$ cat config.mk
export PLATFORM = sky130hd
export DESIGN_NAME = sequential_list_engine_unit
export DESIGN_NICKNAME = d
export VERILOG_FILES = /design/src/sle_pkg.sv /design/src/sle_dpath.sv /design/src/sle_ctrl.sv /design/src/sequential_list_engine_unit.sv
export SDC_FILE = /design/constraint.sdc
export NUM_CORES = 2
export LEC_CHECK = 0
export CORE_ASPECT_RATIO = 1.2
export CORE_MARGIN = 4
export CORE_UTILIZATION = 60
export CTS_CLUSTER_SIZE = 40
export DETAILED_ROUTE_END_ITERATION = 8
export DONT_BUFFER_PORTS = 1
export HOLD_SLACK_MARGIN = 0.08
export PLACE_DENSITY = 0.85
export SLEW_MARGIN = 20
export SYNTH_ARGS = -nofsm -noshare
export SYNTH_HDL_FRONTEND = slang
export SYNTH_SLANG_ARGS = --single-unit
$ cat constraint.sdc
create_clock -name clk -period 7.5 [get_ports clk]
set_input_delay 0 -clock clk [delete_from_list [all_inputs] [get_ports clk]]
set_output_delay 0 -clock clk [all_outputs]
set_load 0.005 [all_outputs]
$ cat src/sle_pkg.sv
// Types, constants and command codes of the sequential list engine
`default_nettype none

package sle_pkg;

    localparam int CAPACITY  = 64;
    localparam int ADDR_W    = (CAPACITY > 1) ? $clog2(CAPACITY) : 1;
    localparam int CNT_W     = $clog2(CAPACITY + 1);
    localparam int POS_W     = 7;
    localparam int VAL_W     = 32;
    localparam int CMP_W     = ((CNT_W > POS_W) ? CNT_W : POS_W) + 1;

    // request kinds
    localparam logic [1:0] REQ_SEARCH = 2'd0;
    localparam logic [1:0] REQ_INSERT = 2'd1;
    localparam logic [1:0] REQ_DELETE = 2'd2;

    // result status
    localparam logic [1:0] ST_OK      = 2'd0;
    localparam logic [1:0] ST_BAD_POS = 2'd1;
    localparam logic [1:0] ST_FULL    = 2'd2;

    // index register operations
    localparam logic [2:0] IDX_HOLD   = 3'd0;
    localparam logic [2:0] IDX_ZERO   = 3'd1;
    localparam logic [2:0] IDX_CNT_M1 = 3'd2;
    localparam logic [2:0] IDX_POS    = 3'd3;
    localparam logic [2:0] IDX_INC    = 3'd4;
    localparam logic [2:0] IDX_DEC    = 3'd5;

    // list memory writes
    localparam logic [2:0] WR_NONE    = 3'd0;
    localparam logic [2:0] WR_UP      = 3'd1;
    localparam logic [2:0] WR_DOWN    = 3'd2;
    localparam logic [2:0] WR_AT_POS  = 3'd3;
    localparam logic [2:0] WR_AT_CNT  = 3'd4;

    // count operations
    localparam logic [1:0] CNT_HOLD   = 2'd0;
    localparam logic [1:0] CNT_INC    = 2'd1;
    localparam logic [1:0] CNT_DEC    = 2'd2;

    // pending result operations
    localparam logic [2:0] RES_NONE   = 3'd0;
    localparam logic [2:0] RES_OK     = 3'd1;
    localparam logic [2:0] RES_BAD    = 3'd2;
    localparam logic [2:0] RES_FULL   = 3'd3;
    localparam logic [2:0] RES_HIT    = 3'd4;
    localparam logic [2:0] RES_MISS   = 3'd5;

    typedef struct packed {
        logic [1:0]              req_type;
        logic [POS_W-1:0]        position;
        logic signed [VAL_W-1:0] value;
    } req_t;

    typedef struct packed {
        logic [1:0]       status;
        logic             found;
        logic [POS_W-1:0] found_position;
        logic [POS_W-1:0] element_count;
    } rsp_t;

    typedef struct packed {
        logic       load_req;
        logic [2:0] idx_op;
        logic [2:0] wr_op;
        logic [1:0] cnt_op;
        logic [2:0] res_op;
        logic       out_load;
    } sle_cmd_t;

    typedef struct packed {
        logic [1:0] req_type;
        logic       empty;
        logic       ins_pos_ok;
        logic       full;
        logic       ins_append;
        logic       del_pos_ok;
        logic       del_last;
        logic       match;
        logic       idx_last;
        logic       idx_at_pos;
        logic       out_free;
    } sle_sts_t;

endpackage

`default_nettype wire

$ cat src/sle_dpath.sv
// Datapath: list memory, element count, walk index and result registers
`default_nettype none

module sle_dpath
    import sle_pkg::*;
(
    input  wire logic     clk,
    input  wire logic     rst_n,
    input  wire req_t     req,
    input  wire sle_cmd_t cmd,
    output sle_sts_t      sts,
    input  wire logic     rsp_ready,
    output logic          rsp_valid,
    output rsp_t          rsp
);

    logic [VAL_W-1:0] mem [CAPACITY];

    req_t             req_reg;
    logic [ADDR_W-1:0] idx_reg, idx_next;
    logic [CNT_W-1:0] cnt_reg, cnt_next;
    logic [VAL_W-1:0] rd_data_reg;
    logic [1:0]       res_status_reg;
    logic             res_found_reg;
    logic [POS_W-1:0] res_fpos_reg;
    rsp_t             rsp_reg;
    logic             rsp_valid_reg, rsp_valid_next;

    logic [CMP_W-1:0] cnt_ext, pos_ext, idx_ext, cnt_p1, pos_m1, idx_p1, cnt_m1;

    logic             wr_en;
    logic [ADDR_W-1:0] wr_addr;
    logic [VAL_W-1:0] wr_data;

    assign cnt_ext = CMP_W'(cnt_reg);
    assign pos_ext = CMP_W'(req_reg.position);
    assign idx_ext = CMP_W'(idx_reg);
    assign cnt_p1  = cnt_ext + CMP_W'(1);
    assign cnt_m1  = cnt_ext - CMP_W'(1);
    assign pos_m1  = pos_ext - CMP_W'(1);
    assign idx_p1  = idx_ext + CMP_W'(1);

    always_comb
    begin
        sts.req_type   = req_reg.req_type;
        sts.empty      = (cnt_ext == '0);
        sts.ins_pos_ok = (pos_ext != '0) && (pos_ext <= cnt_p1);
        sts.full       = (cnt_ext == CMP_W'(CAPACITY));
        sts.ins_append = (pos_ext == cnt_p1);
        sts.del_pos_ok = (pos_ext != '0) && (pos_ext <= cnt_ext);
        sts.del_last   = (pos_ext == cnt_ext);
        sts.match      = (rd_data_reg == req_reg.value);
        sts.idx_last   = (idx_p1 == cnt_ext);
        sts.idx_at_pos = (idx_p1 == pos_ext);
        sts.out_free   = !rsp_valid_reg || rsp_ready;
    end

    always_comb
    begin
        case (cmd.idx_op)
            IDX_HOLD:   idx_next = idx_reg;
            IDX_ZERO:   idx_next = '0;
            IDX_CNT_M1: idx_next = cnt_m1[ADDR_W-1:0];
            IDX_POS:    idx_next = pos_ext[ADDR_W-1:0];
            IDX_INC:    idx_next = idx_reg + ADDR_W'(1);
            IDX_DEC:    idx_next = idx_reg - ADDR_W'(1);
            default:    idx_next = idx_reg;
        endcase
    end

    always_comb
    begin
        wr_en   = 1'b1;
        wr_addr = idx_reg;
        wr_data = rd_data_reg;
        case (cmd.wr_op)
            WR_NONE:   wr_en = 1'b0;
            WR_UP:     wr_addr = idx_reg + ADDR_W'(1);
            WR_DOWN:   wr_addr = idx_reg - ADDR_W'(1);
            WR_AT_POS:
            begin
                wr_addr = pos_m1[ADDR_W-1:0];
                wr_data = req_reg.value;
            end
            WR_AT_CNT:
            begin
                wr_addr = cnt_ext[ADDR_W-1:0];
                wr_data = req_reg.value;
            end
            default:   wr_en = 1'b0;
        endcase
    end

    always_comb
    begin
        case (cmd.cnt_op)
            CNT_HOLD: cnt_next = cnt_reg;
            CNT_INC:  cnt_next = cnt_reg + CNT_W'(1);
            CNT_DEC:  cnt_next = cnt_reg - CNT_W'(1);
            default:  cnt_next = cnt_reg;
        endcase
    end

    always_comb
    begin
        if (cmd.out_load)
            rsp_valid_next = 1'b1;
        else if (rsp_ready)
            rsp_valid_next = 1'b0;
        else
            rsp_valid_next = rsp_valid_reg;
    end

    // list memory with one write port and one registered read port: one write, one registered read per cycle
    always_ff @(posedge clk)
    begin
        if (wr_en)
            mem[wr_addr] <= wr_data;
        rd_data_reg <= mem[idx_next];
    end

    always_ff @(posedge clk)
    begin
        idx_reg <= idx_next;
        if (cmd.load_req)
            req_reg <= req;
        case (cmd.res_op)
            RES_NONE: ;
            RES_OK:
            begin
                res_status_reg <= ST_OK;
                res_found_reg  <= 1'b0;
                res_fpos_reg   <= '0;
            end
            RES_BAD:
            begin
                res_status_reg <= ST_BAD_POS;
                res_found_reg  <= 1'b0;
                res_fpos_reg   <= '0;
            end
            RES_FULL:
            begin
                res_status_reg <= ST_FULL;
                res_found_reg  <= 1'b0;
                res_fpos_reg   <= '0;
            end
            RES_HIT:
            begin
                res_status_reg <= ST_OK;
                res_found_reg  <= 1'b1;
                res_fpos_reg   <= idx_p1[POS_W-1:0];
            end
            RES_MISS:
            begin
                res_status_reg <= ST_OK;
                res_found_reg  <= 1'b0;
                res_fpos_reg   <= '0;
            end
            default: ;
        endcase
        if (cmd.out_load)
        begin
            rsp_reg.status         <= res_status_reg;
            rsp_reg.found          <= res_found_reg;
            rsp_reg.found_position <= res_fpos_reg;
            rsp_reg.element_count  <= cnt_ext[POS_W-1:0];
        end
    end

    always_ff @(posedge clk or negedge rst_n)
    begin
        if (!rst_n)
        begin
            cnt_reg       <= '0;
            rsp_valid_reg <= 1'b0;
        end
        else
        begin
            cnt_reg       <= cnt_next;
            rsp_valid_reg <= rsp_valid_next;
        end
    end

    assign rsp_valid = rsp_valid_reg;
    assign rsp       = rsp_reg;

endmodule

`default_nettype wire

$ cat src/sle_ctrl.sv
// Controller: request decode and walk sequencing for the list engine
`default_nettype none

module sle_ctrl
    import sle_pkg::*;
(
    input  wire logic     clk,
    input  wire logic     rst_n,
    input  wire logic     req_valid,
    output logic          req_ready,
    input  wire sle_sts_t sts,
    output sle_cmd_t      cmd
);

    localparam logic [2:0] S_IDLE    = 3'd0;
    localparam logic [2:0] S_DECIDE  = 3'd1;
    localparam logic [2:0] S_SRCH    = 3'd2;
    localparam logic [2:0] S_INS     = 3'd3;
    localparam logic [2:0] S_INS_PUT = 3'd4;
    localparam logic [2:0] S_DEL     = 3'd5;
    localparam logic [2:0] S_DONE    = 3'd6;

    logic [2:0] state_reg, state_next;

    always_comb
    begin
        state_next   = state_reg;
        req_ready    = 1'b0;
        cmd.load_req = 1'b0;
        cmd.idx_op   = IDX_HOLD;
        cmd.wr_op    = WR_NONE;
        cmd.cnt_op   = CNT_HOLD;
        cmd.res_op   = RES_NONE;
        cmd.out_load = 1'b0;
        case (state_reg)
            S_IDLE:
            begin
                req_ready = 1'b1;
                if (req_valid)
                begin
                    cmd.load_req = 1'b1;
                    state_next   = S_DECIDE;
                end
            end
            S_DECIDE:
            begin
                state_next = S_DONE;
                case (sts.req_type)
                    REQ_SEARCH:
                    begin
                        if (sts.empty)
                            cmd.res_op = RES_MISS;
                        else
                        begin
                            cmd.idx_op = IDX_ZERO;
                            state_next = S_SRCH;
                        end
                    end
                    REQ_INSERT:
                    begin
                        if (!sts.ins_pos_ok)
                            cmd.res_op = RES_BAD;
                        else if (sts.full)
                            cmd.res_op = RES_FULL;
                        else if (sts.ins_append)
                        begin
                            cmd.wr_op  = WR_AT_CNT;
                            cmd.cnt_op = CNT_INC;
                            cmd.res_op = RES_OK;
                        end
                        else
                        begin
                            cmd.idx_op = IDX_CNT_M1;
                            state_next = S_INS;
                        end
                    end
                    REQ_DELETE:
                    begin
                        if (!sts.del_pos_ok)
                            cmd.res_op = RES_BAD;
                        else if (sts.del_last)
                        begin
                            cmd.cnt_op = CNT_DEC;
                            cmd.res_op = RES_OK;
                        end
                        else
                        begin
                            cmd.idx_op = IDX_POS;
                            state_next = S_DEL;
                        end
                    end
                    default: cmd.res_op = RES_BAD;
                endcase
            end
            S_SRCH:
            begin
                if (sts.match)
                begin
                    cmd.res_op = RES_HIT;
                    state_next = S_DONE;
                end
                else if (sts.idx_last)
                begin
                    cmd.res_op = RES_MISS;
                    state_next = S_DONE;
                end
                else
                    cmd.idx_op = IDX_INC;
            end
            S_INS:
            begin
                // move entry idx up one slot, walking toward the insert point
                cmd.wr_op = WR_UP;
                if (sts.idx_at_pos)
                    state_next = S_INS_PUT;
                else
                    cmd.idx_op = IDX_DEC;
            end
            S_INS_PUT:
            begin
                cmd.wr_op  = WR_AT_POS;
                cmd.cnt_op = CNT_INC;
                cmd.res_op = RES_OK;
                state_next = S_DONE;
            end
            S_DEL:
            begin
                cmd.wr_op = WR_DOWN;
                if (sts.idx_last)
                begin
                    cmd.cnt_op = CNT_DEC;
                    cmd.res_op = RES_OK;
                    state_next = S_DONE;
                end
                else
                    cmd.idx_op = IDX_INC;
            end
            S_DONE:
            begin
                if (sts.out_free)
                begin
                    cmd.out_load = 1'b1;
                    state_next   = S_IDLE;
                end
            end
            default: state_next = S_IDLE;
        endcase
    end

    always_ff @(posedge clk or negedge rst_n)
    begin
        if (!rst_n)
            state_reg <= S_IDLE;
        else
            state_reg <= state_next;
    end

endmodule

`default_nettype wire

$ cat src/sequential_list_engine_unit.sv
// Top level of the sequential list engine: controller plus datapath
//
// Keeps an ordered list of up to CAPACITY signed 32-bit words and serves
// search, insert-before and delete-at requests, one result per request.
// Channels: req (req_valid/req_ready, req_t) and rsp (rsp_valid/rsp_ready,
// rsp_t); a transfer happens on a clock edge with valid and ready both high.
// The list sits in a single memory with one write and one registered read
// per cycle, so search and shifting walk the list one entry per cycle.
// Requests settled from the count alone (errors, append, delete of the
// last entry, search of an empty list) walk no entries; a search reads
// entries until a match or the last one, an insert moves the entries
// from the end down to the insert point, and a delete moves the entries
// after the deleted one. A new request is taken as soon as the
// previous one has handed its result to the output register.
// The output register holds a result while the receiver stalls; the next
// request is accepted and worked meanwhile and waits only to hand over.
// Reset empties the list (count 0) and clears rsp_valid; no clearing pass.
`default_nettype none

module sequential_list_engine_unit
    import sle_pkg::*;
(
    input  wire logic clk,
    input  wire logic rst_n,
    input  wire logic req_valid,
    output logic      req_ready,
    input  wire req_t req,
    output logic      rsp_valid,
    input  wire logic rsp_ready,
    output rsp_t      rsp
);

    sle_cmd_t cmd;
    sle_sts_t sts;

    sle_ctrl u_ctrl (
        .clk       (clk),
        .rst_n     (rst_n),
        .req_valid (req_valid),
        .req_ready (req_ready),
        .sts       (sts),
        .cmd       (cmd)
    );

    sle_dpath u_dpath (
        .clk       (clk),
        .rst_n     (rst_n),
        .req       (req),
        .cmd       (cmd),
        .sts       (sts),
        .rsp_ready (rsp_ready),
        .rsp_valid (rsp_valid),
        .rsp       (rsp)
    );

endmodule

`default_nettype wire

[Word-level counts from Yosys, hierarchy flattened]
Memories as Yosys holds them, arrays and structs flattened. A register that Yosys moved wholly into a read port is not among the register bits.
Cells that the tools add are included.
Storage, ports and cells
  register bits: 85
  memory bits (writable): 2048
  bits of input ports: 45
  output and inout port bits: 19
  word-level logic and storage cells: 132
  memories: 1
Operators by class
  $add $sub $neg: 8
  order comparisons: 2
  equal/unequal tests: 33
  mux-type cells: 57
  reduce and logical (&&, ||, !) cells: 17
Memories
  u_dpath.mem: depth 64, width 32, read ports 1, clocked after Yosys merged registers in 1, wr ports 1, RTL line sle_dpath.sv:17  | logic [VAL_W-1:0] mem [CAPACITY];
Operators by type and width (number)
  two-way mux 3 bit: 21
  case mux 3 bit (4 select lines): 3
  equality test 32 bit: 1
  two-way mux 32 bit: 1
  case mux 6 bit (5 select lines): 1
  case mux 7 bit (2 select lines): 2
  case mux 3 bit (3 select lines): 3
  equality test 3 x 2 -> 1 bit, second input constant: 8
  equality test 3 bit, second input constant: 8
  two-way mux 8 bit: 3
  case mux 6 bit (4 select lines): 1
  equality test 7 bit: 3
  case mux 3 bit (7 select lines): 1
  subtractor 6 x 1 -> 6 bit, second input constant: 3
  equality test 3 x 1 -> 1 bit, second input constant: 4
  case mux 2 bit (3 select lines): 2
  two-way mux 1 bit: 11
  two-way mux 5 bit: 2
  adder 7 x 1 -> 8 bit, second input constant: 1
  equality test 7 x 8 -> 1 bit: 1
  <= comparator 7 x 8 -> 1 bit: 1
  zero test 8 bit: 1
  two-way mux 2 bit: 4
  nonzero test 8 bit: 1
  other kinds (22): 30

[Depth between registers and ports, before layout]
  depth in word-level cells: 12
  gate-level depth with buffers: 23
  depth with buffers taken out: 22

[By module]
From an unflattened synthesis, not the netlist that was laid out.
Second synthesis, totals
  cells, all modules: 6252
  area total of the unflattened synthesis: 87039.7 um^2
By module, submodules not included
  sle_dpath: times used 1, cells each 6170, area an instance 86486.7 um^2, seq. area each 64501.9 um^2
  sle_ctrl: times used 1, cells each 82, area an instance 553.0 um^2, seq. area each 75.1 um^2

[Worst setup path before layout]
OpenSTA, ideal clock, no wires.
  kind: register -> register
  from: register u_dpath.cnt_reg[1]
  to: memory u_dpath.mem[37][0], enable pin
  library setup time: 0.502 ns
  arrival time: 6.195 ns
  data required time: 6.998 ns
  slack: 0.803 ns
  stages on the path, launching flop included: 15
  buffers on the path: 2
  period minus slack after synthesis: 6.697 ns
  cell sequence: dfrtp_1 clkbuf_1 inv_1 ha_1 inv_1 ha_1 nand4_1 or2_2 nor2_1 and4_1 clkbuf_1 nor3_1 a221oi_1 nand2_1 nor4_1
Between the ends
  longest elaborated chain between the ends: 12
  elaborated cells between the ends (all ways): 19
  classes of those cells: add/sub: 1; order compare: 1; eq/ne: 6; mux: 9; reduce/logical: 2
Ends and longest elaborated chain
  start, declared: RTL line sle_dpath.sv:21  | logic [CNT_W-1:0] cnt_reg, cnt_next;
  start signal, assigned: RTL line sle_dpath.sv:179  | cnt_reg <= cnt_next;
  branches (longest 12 deep; another with adder 7 x 1 -> 8 bit)
  end, declared: RTL line sle_dpath.sv:17
Parallel ways; which one is timed is not known.

[Final worst setup path]
  from: register u_dpath.cnt_reg[4]
  to: memory u_dpath.mem[47][7], enable pin
The elaborated chain is that of the path after synthesis.

==> reports/results.tsv <==
stage	metric	value	unit
timing	Setup Skew	43.6	ps
critical_path	r2r setup slk	940	ps
clocking	CTS tree	built	
clocking	H-tree levels	4	
timing	relative slew slack	21.2	%
routing	DRT iter0 DRCs	8758	
cells_and_area	Post-Layout Cell Count	6616	
logic_synthesis	number of synthesized register bits	2165	
cells_and_area	Largest register FFs	2048	
placed_design	RD Place Congestion	0.930	
power_and_ir_drop	Internal Pwr Total	18700	µW
routing	WL/cell	37.3	µm
clocking	Clk Latency, worst-skew pair	850	ps
routing	routed wire length	247000	µm
logic_synthesis	post-synthesis net count	4536	
power_and_ir_drop	Psw	4560	µW
global_routing	pin count of the biggest net entering global routing	128	
floorplanning	core area	140000	µm²
global_routing	global router's overall resource usage	33.6	%
critical_path	Crit Path Category	reg2reg	
floorplanning	I/O pin count	64	
timing	final critical-path share of the clock period	87.5	%
routing	DRC violations left	0	
floorplanning	initial core utilization	60.5	%
power_and_ir_drop	Max VDD drop	242	µV
logic_synthesis	post-synthesis sequential area ratio	76.5	%
floorplanning	Die Y	419	µm
timing	crit path time final	6560	ps
routing	total number of vias	49100	
logic_synthesis	leading area contributor after synthesis	edfxtp_1	
critical_path	Worst Setup End Kind	flip-flop	
timing	Hold Slack	219	ps
placed_design	DP Cell Count	6166	
logic_synthesis	async set-or-reset flop fraction in the synthesized netlist	0.508	%
power_and_ir_drop	Leakage Power	0.0306	µW
power_and_ir_drop	sw frac	19.6	%
power_and_ir_drop	clock share of power	43.7	%
logic_synthesis	area share of the largest cell type after synthesis	75.3	%
timing	Slew Limit Fails	0	
logic_synthesis	Synth area leaders	edfxtp_1, mux4_2, nand2_1	
timing	Final TNS setup	0	ps
global_routing	number of global-route vias before repair	49300	
min_path	Hold/Removal Path Class	in2async	
clocking	CTS buffer count	189	
power_and_ir_drop	pwr/cell area	246	nW/µm²
clocking	cts repair resizes	0	
critical_path	CP startpoint kind	flip-flop	
critical_path	Critical Path RT	8020	ps
timing	unrepaired setup endpoints after global routing	no	
routing	vias per cell	7.42	
logic_synthesis	top-count cell post-synth	edfxtp_1	
clocking	Root Driver	clkbuf_16	
timing	fmax	0.152	GHz
cells_and_area	share of post-route cells with drive strength above 1	18.5	%
logic_synthesis	Post-synth EDFFs	2116	
critical_path	CP arrival	7080	ps
cells_and_area	Fill cells	7873	
logic_synthesis	synthesized cell area	84400	µm²
timing	Least-Margin Pin Slew	1180	ps
timing	Final Hold Viols	0	
routing	First-pass DRT Iterations	8	
timing	setup violators final	0	
logic_synthesis	Synth cell types	82	
logic_synthesis	Synth top cells by count	edfxtp_1, nand2_1, mux4_2, mux2i_1, a22oi_1	
placed_design	dpl hpwl	125000	µm
placed_design	# port buffers	0	
cells_and_area	Nets	4698	
logic_synthesis	Syn Inst Count	4460	
floorplanning	Die Wd	350	µm
clocking	Clock Tree Buf Depth	3	
clocking	CTS clk-pin slew, worst paths	70	ps
routing	Antenna Nets Post-Route	0	
global_routing	first-pass GRT wire length	350000	µm
floorplanning	# rows	150	
critical_path	CP Max Fanout	19	
logic_synthesis	commonest register cell after synthesis	edfxtp_1	
clocking	Sink Count	2165	
cells_and_area	Syn-to-layout area delta	11.9	%
floorplanning	Die ar.	147000	µm²
logic_synthesis	Avg Inst Size Synth	18.9	µm²
power_and_ir_drop	Combinational Power Share	0.2	%
global_routing	initial antenna violation count	10	
run	max_cap viols	0	
outcome	outcome	finished, final reports clean	
logic_synthesis	number of synthesis warnings	0	
global_routing	GRT overflow	0	
power_and_ir_drop	Seq pwr share	56.1	%
## logic make-up after synthesis
| family | synth area share (%) |
|---|---|
| adder cells (fa/ha/maj) | 0.468 |
| XOR/XNOR | 0.717 |
| buffers and inverters | 1.79 |
| AO/OA/AOI/OAI | 4.52 |
| flip-flops | 76.5 |
| multiplexers | 10.9 |
| AND/OR/NAND/NOR | 5.13 |
## power by group through the flow
stage / logic [µW] / clock network [µW] / registers (µW)
after floorplan: 0.0936 / 0 / 13300
after global placement: 0.0938 / 0 / 13300
after detailed placement: 0.0938 / 0 / 13300
after CTS: 43.0 / 10100 / 13100
after global routing: 46.6 / 10700 / 13100
final: 45.5 / 10200 / 13100
## final timing paths
kind                                  endpoint                    start  cells after the start
setup / recovery            u_dpath.mem[47][7]       u_dpath.cnt_reg[4]                     13
hold / removal             u_ctrl.state_reg[0]                    rst_n                      2
setup reg to reg            u_dpath.mem[47][7]       u_dpath.cnt_reg[4]                     13
hold reg to reg                u_dpath.rsp[11]  u_dpath.res_fpos_reg[4]                      0
max in group asynchronous   u_dpath.cnt_reg[1]                    rst_n                      2
min in group clk           u_ctrl.state_reg[2]                req_valid                      5
## per-stage QoR
step / instance area (µm²) / power (µW) / worst slack, ps / utilization (%)
floorplan: 84400 / 13300 / 803 / -
global placement: 87100 / 13300 / 1440 / 62.4
detailed placement: 87100 / 13300 / 1390 / 62.4
CTS: 94300 / 23200 / 1230 / 67.6
global route: 94500 / 23800 / 846 / 67.7
finish: 94500 / 23300 / 940 / 67.7
## what timing repair did
action                    CTS  global route
hold buffers               88             0
hold endpoints to repair   97             0
setup buffers               0             0
## area by class of cell
type / instances / area [µm²] / share of cell area, %
multi-input combinational: 2014 / 19000 / 20.1
clock buffer: 232 / 5070 / 5.36
tap: 1824 / 2280 / 2.42
sequential: 2165 / 64600 / 68.4
clock inverter: 125 / 1290 / 1.37
antenna: 4 / 10.0 / 0.0106
timing repair buffer: 226 / 2100 / 2.23
inverter: 26 / 105 / 0.111
## placed cells by master (no fill, tap or decap), drive strengths merged, types with 70 or more instances in the layout
cell / n
buf: 137
o211ai: 70
nand2: 513
nand3: 96
nor2: 96
edfxtp: 2116
clkinv: 88
mux4: 319
clkbuf: 233
a22oi: 102
dlygate4sd3: 88
a32oi: 97
nand4: 78
mux2i: 163
## critical path: stages (launching register included)
cell and delay, ps:
dfrtp_1 630, clkinv_1 360, nor3_1 330, xnor2_1 170, ha_1 270, nand3_1 100, or2_2 140, nor2_1 60
and4_1 320, or3_1 530, o21ai_0 910, nand3_1 900, nor2_4 1160, buf_4 340
## per-layer routing
metal	wire length [µm]	vias up	global-route usage (%)
met1	75100	24300	40.9
li1	-	18500	-
met5	84	-	0
met2	119000	5086	54.0
met3	33800	1234	9.18
met4	19200	14	20.4
Power figures use the tool's default switching activity.
